**src/hw/rtl/tea_pkg.sv**
```systemverilog
`timescale 1ns / 1ps
// ----------------------------------------------------------------------------
// tea_pkg
// Shared types and constants of the tractive energy accumulator: beat
// payloads, register indexes and the request and response groups of the
// serial divider and square root units.
// ----------------------------------------------------------------------------
package tea_pkg;

    localparam int DivNumWidth  = 48;
    localparam int DivDenWidth  = 32;
    localparam int DivSteps     = DivNumWidth;
    localparam int SqrtRadWidth = 58;
    localparam int SqrtRootWidth = SqrtRadWidth / 2;
    localparam int CfgDataWidth = 20;

    localparam logic [19:0] MassReset  = 20'd24131;
    localparam logic [17:0] DragReset  = 18'd8847;
    localparam logic [15:0] RollReset  = 16'd3932;
    localparam logic [11:0] GravReset  = 12'd2511;
    localparam logic [15:0] LenReset   = 16'd1280;
    localparam logic [15:0] StepReset  = 16'd1280;
    localparam logic [16:0] UnitQ16    = 17'd65536;

    typedef struct packed {
        logic [15:0]        speed;
        logic signed [23:0] elevation;
        logic               last_point;
    } tea_point_t;

    typedef struct packed {
        logic signed [47:0] tractive_energy;
        logic               saturated;
    } tea_energy_t;

    typedef enum logic [2:0] {
        CFG_VEHICLE_MASS     = 3'd0,
        CFG_DRAG_FACTOR      = 3'd1,
        CFG_ROLL_COEFFICIENT = 3'd2,
        CFG_GRAVITY          = 3'd3,
        CFG_SEGMENT_LENGTH   = 3'd4,
        CFG_ACCEL_STEP       = 3'd5
    } tea_cfg_idx_t;

    typedef struct packed {
        logic                   start;
        logic [DivNumWidth-1:0] num;
        logic [DivDenWidth-1:0] den;
    } tea_div_req_t;

    typedef struct packed {
        logic                   done;
        logic [DivNumWidth-1:0] quo;
    } tea_div_rsp_t;

    typedef struct packed {
        logic                    start;
        logic [SqrtRadWidth-1:0] rad;
    } tea_sqrt_req_t;

    typedef struct packed {
        logic                     done;
        logic [SqrtRootWidth-1:0] root;
    } tea_sqrt_rsp_t;

endpackage

```
**src/hw/rtl/tea_div.sv**
```systemverilog
`timescale 1ns / 1ps
// ----------------------------------------------------------------------------
// tea_div
// Restoring unsigned divider, one quotient bit per cycle, shared by the
// acceleration, sine and cosine quotients.
// ----------------------------------------------------------------------------
module tea_div
    import tea_pkg::*;
(
    input  logic         clk,
    input  logic         rst_n,
    input  tea_div_req_t req,
    output tea_div_rsp_t rsp
);

    logic                   busy_reg;
    logic                   done_reg;
    logic [5:0]             cnt_reg;
    logic [DivDenWidth-1:0] rem_reg;
    logic [DivNumWidth-1:0] work_reg;
    logic [DivDenWidth-1:0] den_reg;
    logic [DivDenWidth:0]   rem_shift;
    logic [DivDenWidth+1:0] diff;
    logic                   ge;

    assign rem_shift = {rem_reg, work_reg[DivNumWidth-1]};
    assign diff      = {1'b0, rem_shift} - {2'b00, den_reg};
    assign ge        = !diff[DivDenWidth+1];

    always_ff @(posedge clk or negedge rst_n)
    begin
        if (!rst_n)
        begin
            busy_reg <= 1'b0;
            done_reg <= 1'b0;
            cnt_reg  <= '0;
        end
        else if (req.start)
        begin
            busy_reg <= 1'b1;
            done_reg <= 1'b0;
            cnt_reg  <= 6'(DivSteps);
        end
        else if (busy_reg)
        begin
            cnt_reg  <= cnt_reg - 6'd1;
            busy_reg <= (cnt_reg != 6'd1);
            done_reg <= (cnt_reg == 6'd1);
        end
        else
        begin
            done_reg <= 1'b0;
        end
    end

    always_ff @(posedge clk)
    begin
        if (req.start)
        begin
            rem_reg  <= '0;
            work_reg <= req.num;
            den_reg  <= req.den;
        end
        else if (busy_reg)
        begin
            rem_reg  <= ge ? diff[DivDenWidth-1:0] : rem_shift[DivDenWidth-1:0];
            work_reg <= {work_reg[DivNumWidth-2:0], ge};
        end
    end

    assign rsp.done = done_reg;
    assign rsp.quo  = work_reg;

endmodule

```
**src/hw/rtl/tea_sqrt.sv**
```systemverilog
`timescale 1ns / 1ps
// ----------------------------------------------------------------------------
// tea_sqrt
// Digit-by-digit integer square root, one root bit per cycle, for the
// slope hypotenuse.
// ----------------------------------------------------------------------------
module tea_sqrt
    import tea_pkg::*;
(
    input  logic          clk,
    input  logic          rst_n,
    input  tea_sqrt_req_t req,
    output tea_sqrt_rsp_t rsp
);

    logic                     busy_reg;
    logic                     done_reg;
    logic [4:0]               cnt_reg;
    logic [SqrtRadWidth-1:0]  rad_reg;
    logic [SqrtRootWidth-1:0] root_reg;
    logic [31:0]              rem_reg;
    logic [31:0]              rem_shift;
    logic [31:0]              trial;
    logic                     ge;

    assign rem_shift = {rem_reg[29:0], rad_reg[SqrtRadWidth-1 -: 2]};
    assign trial     = {1'b0, root_reg, 2'b01};
    assign ge        = (rem_shift >= trial);

    always_ff @(posedge clk or negedge rst_n)
    begin
        if (!rst_n)
        begin
            busy_reg <= 1'b0;
            done_reg <= 1'b0;
            cnt_reg  <= '0;
        end
        else if (req.start)
        begin
            busy_reg <= 1'b1;
            done_reg <= 1'b0;
            cnt_reg  <= 5'(SqrtRootWidth);
        end
        else if (busy_reg)
        begin
            cnt_reg  <= cnt_reg - 5'd1;
            busy_reg <= (cnt_reg != 5'd1);
            done_reg <= (cnt_reg == 5'd1);
        end
        else
        begin
            done_reg <= 1'b0;
        end
    end

    always_ff @(posedge clk)
    begin
        if (req.start)
        begin
            rad_reg  <= req.rad;
            root_reg <= '0;
            rem_reg  <= '0;
        end
        else if (busy_reg)
        begin
            rad_reg  <= {rad_reg[SqrtRadWidth-3:0], 2'b00};
            root_reg <= {root_reg[SqrtRootWidth-2:0], ge};
            rem_reg  <= ge ? (rem_shift - trial) : rem_shift;
        end
    end

    assign rsp.done = done_reg;
    assign rsp.root = root_reg;

endmodule

```
**src/hw/rtl/tea_mul.sv**
```systemverilog
`timescale 1ns / 1ps
// ----------------------------------------------------------------------------
// tea_mul
// Shared 32 by 32 unsigned multiplier with a registered product.
// ----------------------------------------------------------------------------
module tea_mul
    import tea_pkg::*;
(
    input  logic        clk,
    input  logic [31:0] a,
    input  logic [31:0] b,
    output logic [63:0] p
);

    logic [63:0] p_reg;

    always_ff @(posedge clk)
    begin
        p_reg <= {32'd0, a} * {32'd0, b};
    end

    assign p = p_reg;

endmodule

```
**src/hw/rtl/tractive_energy_accumulator.sv**
```systemverilog
`timescale 1ns / 1ps
// ----------------------------------------------------------------------------
// tractive_energy_accumulator
// Road-load tractive energy over a run of route points, summed with
// saturation and emitted on the last point of the run.
//
//   channel  | direction | handshake          | payload
//   point    | in        | point_valid/stall  | tea_point_t
//   energy   | out       | energy_valid/stall | tea_energy_t
//   cfg      | in        | cfg_valid/ready    | cfg_index, cfg_data
//
// A point with a predecessor runs a 48-bit division for the acceleration,
// a 29-bit square root and, if the root is nonzero, divisions for sine
// and cosine, between multiplier steps. A point with no predecessor goes
// straight to ST_FIN. point_stall is high while a point is in work.
// Reset restores the register defaults and clears the run state.
// A last point waits for the output register to be free.
// ----------------------------------------------------------------------------
module tractive_energy_accumulator
    import tea_pkg::*;
(
    input  logic                    clk,
    input  logic                    rst_n,
    input  logic                    point_valid,
    output logic                    point_stall,
    input  tea_point_t              point,
    output logic                    energy_valid,
    input  logic                    energy_stall,
    output tea_energy_t             energy,
    input  logic                    cfg_valid,
    output logic                    cfg_ready,
    input  logic [2:0]              cfg_index,
    input  logic [CfgDataWidth-1:0] cfg_data
);

    typedef enum logic [22:0] {
        ST_IDLE  = 23'h000001,
        ST_VA2   = 23'h000002,
        ST_VB2   = 23'h000004,
        ST_DV    = 23'h000008,
        ST_DIVA  = 23'h000010,
        ST_MLO   = 23'h000020,
        ST_MHI   = 23'h000040,
        ST_FI    = 23'h000080,
        ST_L2    = 23'h000100,
        ST_RAD   = 23'h000200,
        ST_SQ    = 23'h000400,
        ST_DSIN  = 23'h000800,
        ST_DCOS  = 23'h001000,
        ST_MG    = 23'h002000,
        ST_MSIN  = 23'h004000,
        ST_MCOS  = 23'h008000,
        ST_MROLL = 23'h010000,
        ST_MDRAG = 23'h020000,
        ST_SUMF  = 23'h040000,
        ST_ELO   = 23'h080000,
        ST_EHI   = 23'h100000,
        ST_ACC   = 23'h200000,
        ST_FIN   = 23'h400000
    } state_t;

    state_t state_reg, state_next;

    logic [19:0] mass_reg;
    logic [17:0] drag_reg;
    logic [15:0] roll_reg;
    logic [11:0] grav_reg;
    logic [15:0] len_reg;
    logic [15:0] step_reg;

    logic               have_prev_reg;
    logic [15:0]        prev_speed_reg;
    logic signed [23:0] prev_elev_reg;
    logic signed [47:0] sum_reg;
    logic               sat_reg;

    logic               out_valid_reg;
    tea_energy_t        out_data_reg;

    logic [15:0]        vb_reg;
    logic signed [23:0] eb_reg;
    logic               last_reg;
    logic [31:0]        va2_reg;
    logic               acc_neg_reg;
    logic [39:0]        acc_reg;
    logic [51:0]        plo_reg;
    logic signed [48:0] fi_reg;
    logic [47:0]        adh2_reg;
    logic [28:0]        hyp_reg;
    logic [16:0]        sin_reg;
    logic [16:0]        cos_reg;
    logic [31:0]        mg_reg;
    logic signed [29:0] fg_reg;
    logic [27:0]        fr_reg;
    logic signed [51:0] f_reg;
    logic [47:0]        elo_reg;

    logic [31:0]   mul_a;
    logic [31:0]   mul_b;
    logic [63:0]   mul_p;
    tea_div_req_t  div_req;
    tea_div_rsp_t  div_rsp;
    tea_sqrt_req_t sqrt_req;
    tea_sqrt_rsp_t sqrt_rsp;

    logic signed [24:0] dh;
    logic [24:0]        adh_w;
    logic [23:0]        adh;
    logic signed [32:0] dv2;
    logic [32:0]        dv_mag_w;
    logic [15:0]        step_eff;
    logic [59:0]        fi_prod;
    logic signed [60:0] fi_val;
    logic signed [49:0] fg_val;
    logic signed [51:0] f_sum;
    logic [51:0]        f_mag;
    logic [67:0]        e_prod;
    logic signed [68:0] e_val;
    logic signed [63:0] total;
    logic [48:0]        rad_sum;
    logic [16:0]        div_clamp;
    logic               out_free;
    logic               cfg_write;
    logic               fin_go;

    tea_mul u_mul (
        .clk (clk),
        .a   (mul_a),
        .b   (mul_b),
        .p   (mul_p)
    );

    tea_div u_div (
        .clk   (clk),
        .rst_n (rst_n),
        .req   (div_req),
        .rsp   (div_rsp)
    );

    tea_sqrt u_sqrt (
        .clk   (clk),
        .rst_n (rst_n),
        .req   (sqrt_req),
        .rsp   (sqrt_rsp)
    );

    assign dh       = 25'(eb_reg) - 25'(prev_elev_reg);
    assign adh_w    = dh[24] ? 25'(-dh) : 25'(dh);
    assign adh      = adh_w[23:0];
    assign dv2      = $signed({1'b0, mul_p[31:0]}) - $signed({1'b0, va2_reg});
    assign dv_mag_w = dv2[32] ? 33'(-dv2) : 33'(dv2);
    assign step_eff = (step_reg == 16'd0) ? 16'd1 : step_reg;

    assign fi_prod = {8'd0, plo_reg} + {mul_p[27:0], 32'd0};
    assign fi_val  = acc_neg_reg ? -$signed({1'b0, fi_prod}) : $signed({1'b0, fi_prod});
    assign fg_val  = dh[24] ? -$signed({1'b0, mul_p[48:0]}) : $signed({1'b0, mul_p[48:0]});
    assign f_sum   = 52'(fi_reg) + 52'(fg_reg) + $signed({24'd0, fr_reg})
                   + $signed({26'd0, mul_p[49:24]});
    assign f_mag   = f_reg[51] ? 52'(-f_reg) : 52'(f_reg);
    assign e_prod  = {20'd0, elo_reg} + {mul_p[35:0], 32'd0};
    assign e_val   = f_reg[51] ? -$signed({1'b0, e_prod}) : $signed({1'b0, e_prod});
    assign total   = 64'(sum_reg) + 64'($signed(e_val[68:8]));
    assign rad_sum = {1'b0, adh2_reg} + {17'd0, mul_p[31:0]};
    assign div_clamp = (div_rsp.quo > 48'(UnitQ16)) ? UnitQ16 : div_rsp.quo[16:0];

    assign out_free  = !out_valid_reg || !energy_stall;
    assign cfg_ready = 1'b1;
    assign cfg_write = cfg_valid && cfg_ready;
    assign fin_go    = (state_reg == ST_FIN) && (!last_reg || out_free);

    always_comb
    begin
        mul_a = '0;
        mul_b = '0;
        unique case (state_reg)
            ST_VA2:   begin mul_a = 32'(prev_speed_reg); mul_b = 32'(prev_speed_reg); end
            ST_VB2:   begin mul_a = 32'(vb_reg);         mul_b = 32'(vb_reg);         end
            ST_MLO:   begin mul_a = 32'(mass_reg);       mul_b = acc_reg[31:0];       end
            ST_MHI:   begin mul_a = 32'(mass_reg);       mul_b = 32'(acc_reg[39:32]); end
            ST_FI:    begin mul_a = 32'(adh);            mul_b = 32'(adh);            end
            ST_L2:    begin mul_a = 32'(len_reg);        mul_b = 32'(len_reg);        end
            ST_MG:    begin mul_a = 32'(mass_reg);       mul_b = 32'(grav_reg);       end
            ST_MSIN:  begin mul_a = mul_p[31:0];         mul_b = 32'(sin_reg);        end
            ST_MCOS:  begin mul_a = mg_reg;              mul_b = 32'(cos_reg);        end
            ST_MROLL: begin mul_a = mul_p[47:16];        mul_b = 32'(roll_reg);       end
            ST_MDRAG: begin mul_a = 32'(drag_reg);       mul_b = va2_reg;             end
            ST_ELO:   begin mul_a = f_mag[31:0];         mul_b = 32'(len_reg);        end
            ST_EHI:   begin mul_a = 32'(f_mag[51:32]);   mul_b = 32'(len_reg);        end
            default:  begin mul_a = '0;                  mul_b = '0;                  end
        endcase
    end

    always_comb
    begin
        div_req       = '0;
        sqrt_req      = '0;
        sqrt_req.rad  = {1'b0, rad_sum, 8'd0};
        unique case (state_reg)
            ST_DV:
            begin
                div_req.start = 1'b1;
                div_req.num   = {8'd0, dv_mag_w[31:0], 8'd0};
                div_req.den   = {15'd0, step_eff, 1'b0};
            end
            ST_RAD:
            begin
                sqrt_req.start = 1'b1;
            end
            ST_SQ:
            begin
                div_req.start = sqrt_rsp.done && (sqrt_rsp.root != '0);
                div_req.num   = {4'd0, adh, 20'd0};
                div_req.den   = {3'd0, sqrt_rsp.root};
            end
            ST_DSIN:
            begin
                div_req.start = div_rsp.done;
                div_req.num   = {12'd0, len_reg, 20'd0};
                div_req.den   = {3'd0, hyp_reg};
            end
            default:
            begin
                div_req.start = 1'b0;
            end
        endcase
    end

    always_comb
    begin
        state_next = state_reg;
        unique case (state_reg)
            ST_IDLE:
            begin
                if (point_valid)
                begin
                    state_next = have_prev_reg ? ST_VA2 : ST_FIN;
                end
            end
            ST_VA2:   state_next = ST_VB2;
            ST_VB2:   state_next = ST_DV;
            ST_DV:    state_next = ST_DIVA;
            ST_DIVA:  state_next = div_rsp.done ? ST_MLO : ST_DIVA;
            ST_MLO:   state_next = ST_MHI;
            ST_MHI:   state_next = ST_FI;
            ST_FI:    state_next = ST_L2;
            ST_L2:    state_next = ST_RAD;
            ST_RAD:   state_next = ST_SQ;
            ST_SQ:
            begin
                if (sqrt_rsp.done)
                begin
                    state_next = (sqrt_rsp.root == '0) ? ST_MG : ST_DSIN;
                end
            end
            ST_DSIN:  state_next = div_rsp.done ? ST_DCOS : ST_DSIN;
            ST_DCOS:  state_next = div_rsp.done ? ST_MG : ST_DCOS;
            ST_MG:    state_next = ST_MSIN;
            ST_MSIN:  state_next = ST_MCOS;
            ST_MCOS:  state_next = ST_MROLL;
            ST_MROLL: state_next = ST_MDRAG;
            ST_MDRAG: state_next = ST_SUMF;
            ST_SUMF:  state_next = ST_ELO;
            ST_ELO:   state_next = ST_EHI;
            ST_EHI:   state_next = ST_ACC;
            ST_ACC:   state_next = ST_FIN;
            ST_FIN:   state_next = fin_go ? ST_IDLE : ST_FIN;
            default:  state_next = ST_IDLE;
        endcase
    end

    always_ff @(posedge clk or negedge rst_n)
    begin
        if (!rst_n)
        begin
            state_reg      <= ST_IDLE;
            mass_reg       <= MassReset;
            drag_reg       <= DragReset;
            roll_reg       <= RollReset;
            grav_reg       <= GravReset;
            len_reg        <= LenReset;
            step_reg       <= StepReset;
            have_prev_reg  <= 1'b0;
            prev_speed_reg <= '0;
            prev_elev_reg  <= '0;
            sum_reg        <= '0;
            sat_reg        <= 1'b0;
            out_valid_reg  <= 1'b0;
        end
        else
        begin
            state_reg <= state_next;
            if (cfg_write)
            begin
                unique case (cfg_index)
                    CFG_VEHICLE_MASS:     mass_reg <= cfg_data[19:0];
                    CFG_DRAG_FACTOR:      drag_reg <= cfg_data[17:0];
                    CFG_ROLL_COEFFICIENT: roll_reg <= cfg_data[15:0];
                    CFG_GRAVITY:          grav_reg <= cfg_data[11:0];
                    CFG_SEGMENT_LENGTH:   len_reg  <= cfg_data[15:0];
                    CFG_ACCEL_STEP:       step_reg <= cfg_data[15:0];
                    default:              mass_reg <= mass_reg;
                endcase
            end
            if (state_reg == ST_ACC)
            begin
                if (total > 64'sh0000_7FFF_FFFF_FFFF)
                begin
                    sum_reg <= 48'sh7FFF_FFFF_FFFF;
                    sat_reg <= 1'b1;
                end
                else if (total < -64'sh0000_8000_0000_0000)
                begin
                    sum_reg <= 48'sh8000_0000_0000;
                    sat_reg <= 1'b1;
                end
                else
                begin
                    sum_reg <= total[47:0];
                end
            end
            if (fin_go)
            begin
                if (last_reg)
                begin
                    have_prev_reg  <= 1'b0;
                    prev_speed_reg <= '0;
                    prev_elev_reg  <= '0;
                    sum_reg        <= '0;
                    sat_reg        <= 1'b0;
                end
                else
                begin
                    have_prev_reg  <= 1'b1;
                    prev_speed_reg <= vb_reg;
                    prev_elev_reg  <= eb_reg;
                end
            end
            if (fin_go && last_reg)
            begin
                out_valid_reg <= 1'b1;
            end
            else if (!energy_stall)
            begin
                out_valid_reg <= 1'b0;
            end
        end
    end

    always_ff @(posedge clk)
    begin
        if (fin_go && last_reg)
        begin
            out_data_reg.tractive_energy <= sum_reg;
            out_data_reg.saturated       <= sat_reg;
        end
        unique case (state_reg)
            ST_IDLE:
            begin
                vb_reg   <= point.speed;
                eb_reg   <= point.elevation;
                last_reg <= point.last_point;
            end
            ST_VB2:  va2_reg <= mul_p[31:0];
            ST_DV:   acc_neg_reg <= dv2[32];
            ST_DIVA: acc_reg <= div_rsp.quo[39:0];
            ST_MHI:  plo_reg <= mul_p[51:0];
            ST_FI:   fi_reg  <= fi_val[60:12];
            ST_L2:   adh2_reg <= mul_p[47:0];
            ST_SQ:
            begin
                hyp_reg <= sqrt_rsp.root;
                sin_reg <= '0;
                cos_reg <= UnitQ16;
            end
            ST_DSIN: sin_reg <= div_clamp;
            ST_DCOS: cos_reg <= div_clamp;
            ST_MSIN: mg_reg  <= mul_p[31:0];
            ST_MCOS: fg_reg  <= fg_val[49:20];
            ST_MDRAG: fr_reg <= mul_p[47:20];
            ST_SUMF: f_reg   <= f_sum;
            ST_EHI:  elo_reg <= mul_p[47:0];
            default: elo_reg <= elo_reg;
        endcase
    end

    assign point_stall  = (state_reg != ST_IDLE);
    assign energy_valid = out_valid_reg;
    assign energy       = out_data_reg;

endmodule

```
**config.mk**
```make
export PLATFORM = sky130hd
export DESIGN_NAME = tractive_energy_accumulator
export DESIGN_NICKNAME = d
export VERILOG_FILES = /design/src/hw/rtl/tea_pkg.sv /design/src/hw/rtl/tea_div.sv /design/src/hw/rtl/tea_sqrt.sv /design/src/hw/rtl/tea_mul.sv /design/src/hw/rtl/tractive_energy_accumulator.sv
export SDC_FILE = /design/constraint.sdc
export NUM_CORES = 2
export LEC_CHECK = 0
export BUFFER_PORTS_ARGS = -buffer_cell sky130_fd_sc_hd__buf_2
export CAP_MARGIN = 10
export CORE_MARGIN = 2
export CORE_UTILIZATION = 30
export DETAILED_ROUTE_END_ITERATION = 8
export SETUP_SLACK_MARGIN = 0.3
export SKIP_CTS_REPAIR_TIMING = 1
export SYNTH_ARGS = -nofsm -noshare
export SYNTH_HDL_FRONTEND = slang
export SYNTH_SLANG_ARGS = --single-unit
```
**constraint.sdc**
```tcl
create_clock -name clk -period 21 [get_ports clk]
set_input_delay 4.2 -clock clk [delete_from_list [all_inputs] [get_ports clk]]
set_output_delay 4.2 -clock clk [all_outputs]
set_load 0.02 [all_outputs]
```
==> impl_table.tex <==
\begin{tabular}{lr}
\hline
Metric & Value \\
\hline
\multicolumn{2}{l}{\textbf{Clock tree}} \\
Number of clock sinks & 1062 \\
Clk slew on worst S/H paths & 0.09 ns \\
Clock insertion delay at the later pin of the skew report & 0.76 ns \\
Clock tree from TritonCTS & yes \\
Maximum level of the CTS H-tree & 3 \\
Root cell of the clock tree & sky130\_fd\_sc\_hd\_\_clkbuf\_16 \\
Clock buffers created by TritonCTS & 105 \\
Buffers from clock root to sink, at most & 3 \\
\multicolumn{2}{l}{\textbf{Synth}} \\
Number of unique standard cell types used by synthesis & 105 \\
Proportion of netlist area held by the largest area contributor & 22.7\% \\
Sequential area share after synthesis & 32.1\% \\
Top cells by area in the synthesized netlist & sky130\_fd\_sc\_hd\_\_edfxtp\_1 (23\%), sky130\_fd\_sc\_hd\_\_fa\_1 (20\%), sky130\_fd\_sc\_hd\_\_ha\_1 (7.4\%) \\
Largest area contributor in the synthesized netlist & sky130\_fd\_sc\_hd\_\_edfxtp\_1 \\
Most frequently used cell type in the post-synthesis netlist & sky130\_fd\_sc\_hd\_\_inv\_1 \\
Synth Flop Type & sky130\_fd\_sc\_hd\_\_edfxtp\_1 \\
Number of flops mapped to enable cells by yosys & 691 \\
Most common library cells after synthesis & sky130\_fd\_sc\_hd\_\_inv\_1 (1235), sky130\_fd\_sc\_hd\_\_fa\_1 (895), sky130\_fd\_sc\_hd\_\_nand2\_1 (891) \\
Share of synthesized registers carrying an async set or reset & 21.4\% \\
Synthesized instance count & 9282 \\
Mean area per synthesized cell & 9.84 µm² \\
Total number of yosys warnings & 0 \\
Cell area after technology mapping & 91400 µm² \\
\#FFs+latches synth & 1062 \\
\multicolumn{2}{l}{\textbf{Power}} \\
Int Pwr & 4.71 mW \\
P\_leak & 43.2 nW \\
Clock group share of total power & 26.9\% \\
Overall power after layout & 7.68 mW \\
Worst ir drop on vdd & 0.000155 V \\
Fraction of power spent switching nets & 38.7\% \\
Cell Pwr Density & 75.8 nW/µm² \\
Combinational cell fraction of total power & 37.2\% \\
Part of the power in registers & 36.0\% \\
Switching power total & 2.97 mW \\
\multicolumn{2}{l}{\textbf{Routing}} \\
Pre-Repair DR Iteration Count & 8 \\
Number of remaining DRC errors & 0 \\
Wire length after detailed routing & 307000 µm \\
Overall via count from detail\_route & 71200 \\
Mean number of vias per cell & 5.28 \\
DR WL/cell & 22.7 µm \\
Antenna violation net count after detailed routing & 0 \\
Drt initial violations & 7477 \\
\multicolumn{2}{l}{\textbf{Setup path}} \\
WP data arrival & 13.83 ns \\
Category of the worst setup path capture point & register \\
Slowest-stage cell, CP & sky130\_fd\_sc\_hd\_\_a211o\_1 \\
Element type at the critical path start & register \\
Most used cell along the critical path & sky130\_fd\_sc\_hd\_\_fa\_1 \\
Slowest Stage Delay on Critical Path & 0.90 ns \\
Worst setup path class & reg2reg \\
Crit-path max FO & 24 \\
Data required, critical path & 21.59 ns \\
\multicolumn{2}{l}{\textbf{Floorplanning}} \\
Core box area & 303000 µm² \\
Die span in x & 556 µm \\
Vertical die dimension & 556 µm \\
Placement row count & 202 \\
Number of top-level design ports & 121 \\
Initial standard-cell utilization of the core & 30.1\% \\
Die area & 309000 µm² \\
\multicolumn{2}{l}{\textbf{Timing}} \\
Timing-limited maximum frequency & 75.5 MHz \\
Time the final worst path needs with I/O delays and setup & 13.24 ns \\
Worst Skew & 0.0351 ns \\
Number of slew-limit violations in the final report & 0 \\
Final number of setup-violating endpoints & 0 \\
Final worst path period share & 63.0\% \\
Slew of the pin with the lowest slew margin & 1.45 ns \\
Final sum of negative setup slack & 0 ns \\
Remaining max-slew budget at the tightest pin & 2.07\% \\
Worst-case setup margin in the final layout & 7.76 ns \\
Number of failing hold endpoints at the final stage & 0 \\
RSZ-0062 raised after global routing & false \\
\multicolumn{2}{l}{\textbf{Final layout}} \\
Area taken by flip-flops and latches & 29400 µm² \\
Layout Area Growth over Synthesis & 10.9\% \\
Multi-input combinational cell area & 56500 µm² \\
Count of filler cells inserted in the layout & 30800 \\
Layout cell share with drive strength beyond 1 & 8.38\% \\
Number of nets in the finished design & 10900 \\
\multicolumn{2}{l}{\textbf{GRT}} \\
All-layer global routing usage & 19.5\% \\
Maximum number of pins on one net before global-route repair & 141 \\
Residual overflow from global routing & 0 \\
First-pass GRT wire length & 454000 µm \\
Via count of the first global-routing pass & 68900 \\
Number of antenna violations at the first check in global routing & 29 \\
\multicolumn{2}{l}{\textbf{Placement}} \\
Half-perimeter wire length of the detailed placement result & 226000 µm \\
GP Congestion & 0.966 \\
Worst slack at placement & 8.05 ns \\
Number of port buffers & 119 \\
\multicolumn{2}{l}{\textbf{Run}} \\
Number of max-cap violations & 0 \\
\multicolumn{2}{l}{\textbf{Status}} \\
Outcome & complete, no violations \\
\multicolumn{2}{l}{\textbf{Worst hold path}} \\
Class of the worst hold path & reg2reg \\
\hline
\end{tabular}
-- power groups by stage --
stage / Combinational, mW / Sequential (mW) / Clock (mW)
after floorplan: 1.83 / 2.71 / 0
final: 2.85 / 2.76 / 2.06
after global routing: 3.10 / 2.78 / 2.17
after global placement: 2.79 / 2.79 / 0
after CTS: 2.80 / 2.75 / 2.09
after detailed placement: 2.78 / 2.80 / 0
-- cells by family (layout without fill, tap and decap cells) --
family | count (synthesis) | count (layout) | share of synthesized area, %
buf+inv | 1625 | 1755 | 6.72
fa+ha+maj | 1435 | 1435 | 27.0
flops | 1062 | 1062 | 32.1
simple gates | 2579 | 2579 | 13.4
xor+xnor | 557 | 557 | 5.34
compound gates | 1850 | 1850 | 13.4
mux | 172 | 172 | 2.03
other cells | 2 | 89 | 0.00822
-- area by class of cell --
type	instances	area share (%)
Clock buffer	131	2.92
Multi-Input combinational cell	6668	55.8
Timing Repair Buffer	320	2.10
Clock inverter	69	0.743
Sequential cell	1062	29.0
Antenna cell	14	0.0346
Inverter	1235	4.57
Tap cell	3978	4.91
-- through the flow --
stage	hold slack, ns	cell area [µm²]	util, %	cells
after global placement	0.467	97600	32.2	13300
final	0.490	101000	33.4	13500
after CTS	0.484	101000	33.4	13500
after global routing	0.493	101000	33.4	13500
after detailed placement	0.471	97600	32.2	13300
after floorplan	0.386	91600	-	9355
-- critical path, delay by kind of cell (launching register included) --
family | cells | cell delay (ns)
adders and majority gates | 11 | 5.19
buffers and inverters | 6 | 0.61
xor gates and xnor gates | 2 | 0.38
AOI/OAI and AO/OA | 14 | 4.41
and+or+nand+nor | 7 | 2.05
DFF | 1 | 0.39
-- layer usage --
metal	up-vias	GRT usage [%]	share of wire, %	wire [µm]
met1	35400	26.5	42	129000
li1	31900	-	-	-
met3	676	4.74	10	31500
met5	-	0.313	0.075	230
met2	3226	29.4	43	132000
met4	18	8.01	4.7	14400
-- worst paths after layout --
path	start	end	slack [ns]	cells after the start
setup / recovery	prev_elev_reg[0]$_DFFE_PN0P_	u_mul.p[51]$_DFF_P_	7.76	40
hold / removal	vb_reg[1]$_DFFE_PN_	prev_speed_reg[1]$_DFFE_PN0P_	0.49	1
setup reg to reg	prev_elev_reg[0]$_DFFE_PN0P_	u_mul.p[51]$_DFF_P_	7.76	40
hold reg to reg	vb_reg[1]$_DFFE_PN_	prev_speed_reg[1]$_DFFE_PN0P_	0.49	1
max in group asynchronous	rst_n	u_div.busy_reg$_DFF_PN0_	16.08	2
min in group asynchronous	rst_n	sum_reg[9]$_DFF_PN0_	3.48	1
-- cells in the final DEF (no fill, tap or decap), types with 34 or more instances in the layout --
cell type                   count
sky130_fd_sc_hd__inv_1       1232
sky130_fd_sc_hd__a21o_1       172
sky130_fd_sc_hd__xor2_1       189
sky130_fd_sc_hd__dfstp_2       36
sky130_fd_sc_hd__buf_2        118
sky130_fd_sc_hd__nand2b_1      72
sky130_fd_sc_hd__a31oi_1       59
sky130_fd_sc_hd__fa_1         895
sky130_fd_sc_hd__dfxtp_1      144
sky130_fd_sc_hd__o21a_1        58
sky130_fd_sc_hd__nor3_1       105
sky130_fd_sc_hd__or3_1         58
sky130_fd_sc_hd__buf_4        200
sky130_fd_sc_hd__a222oi_1      52
sky130_fd_sc_hd__a22oi_1       98
sky130_fd_sc_hd__a211oi_1      61
sky130_fd_sc_hd__mux2i_1       68
sky130_fd_sc_hd__conb_1        75
sky130_fd_sc_hd__or4_1         34
sky130_fd_sc_hd__nand2_1      889
sky130_fd_sc_hd__o21ai_0      448
sky130_fd_sc_hd__and3_1       101
sky130_fd_sc_hd__dfrtp_1      189
sky130_fd_sc_hd__mux2_2       104
sky130_fd_sc_hd__nand3_1      127
sky130_fd_sc_hd__edfxtp_1     691
sky130_fd_sc_hd__nor4_1        71
sky130_fd_sc_hd__a21oi_1      386
sky130_fd_sc_hd__nor2_1       717
sky130_fd_sc_hd__and2_1        70
sky130_fd_sc_hd__nand4_1       76
sky130_fd_sc_hd__o21bai_1      43
sky130_fd_sc_hd__xnor2_1      368
sky130_fd_sc_hd__o31ai_1       65
sky130_fd_sc_hd__o211ai_1     111
sky130_fd_sc_hd__ha_1         540
sky130_fd_sc_hd__nor2b_1       68
sky130_fd_sc_hd__clkbuf_16    114
sky130_fd_sc_hd__or2_2         46
(Power assumes the default switching activity.)
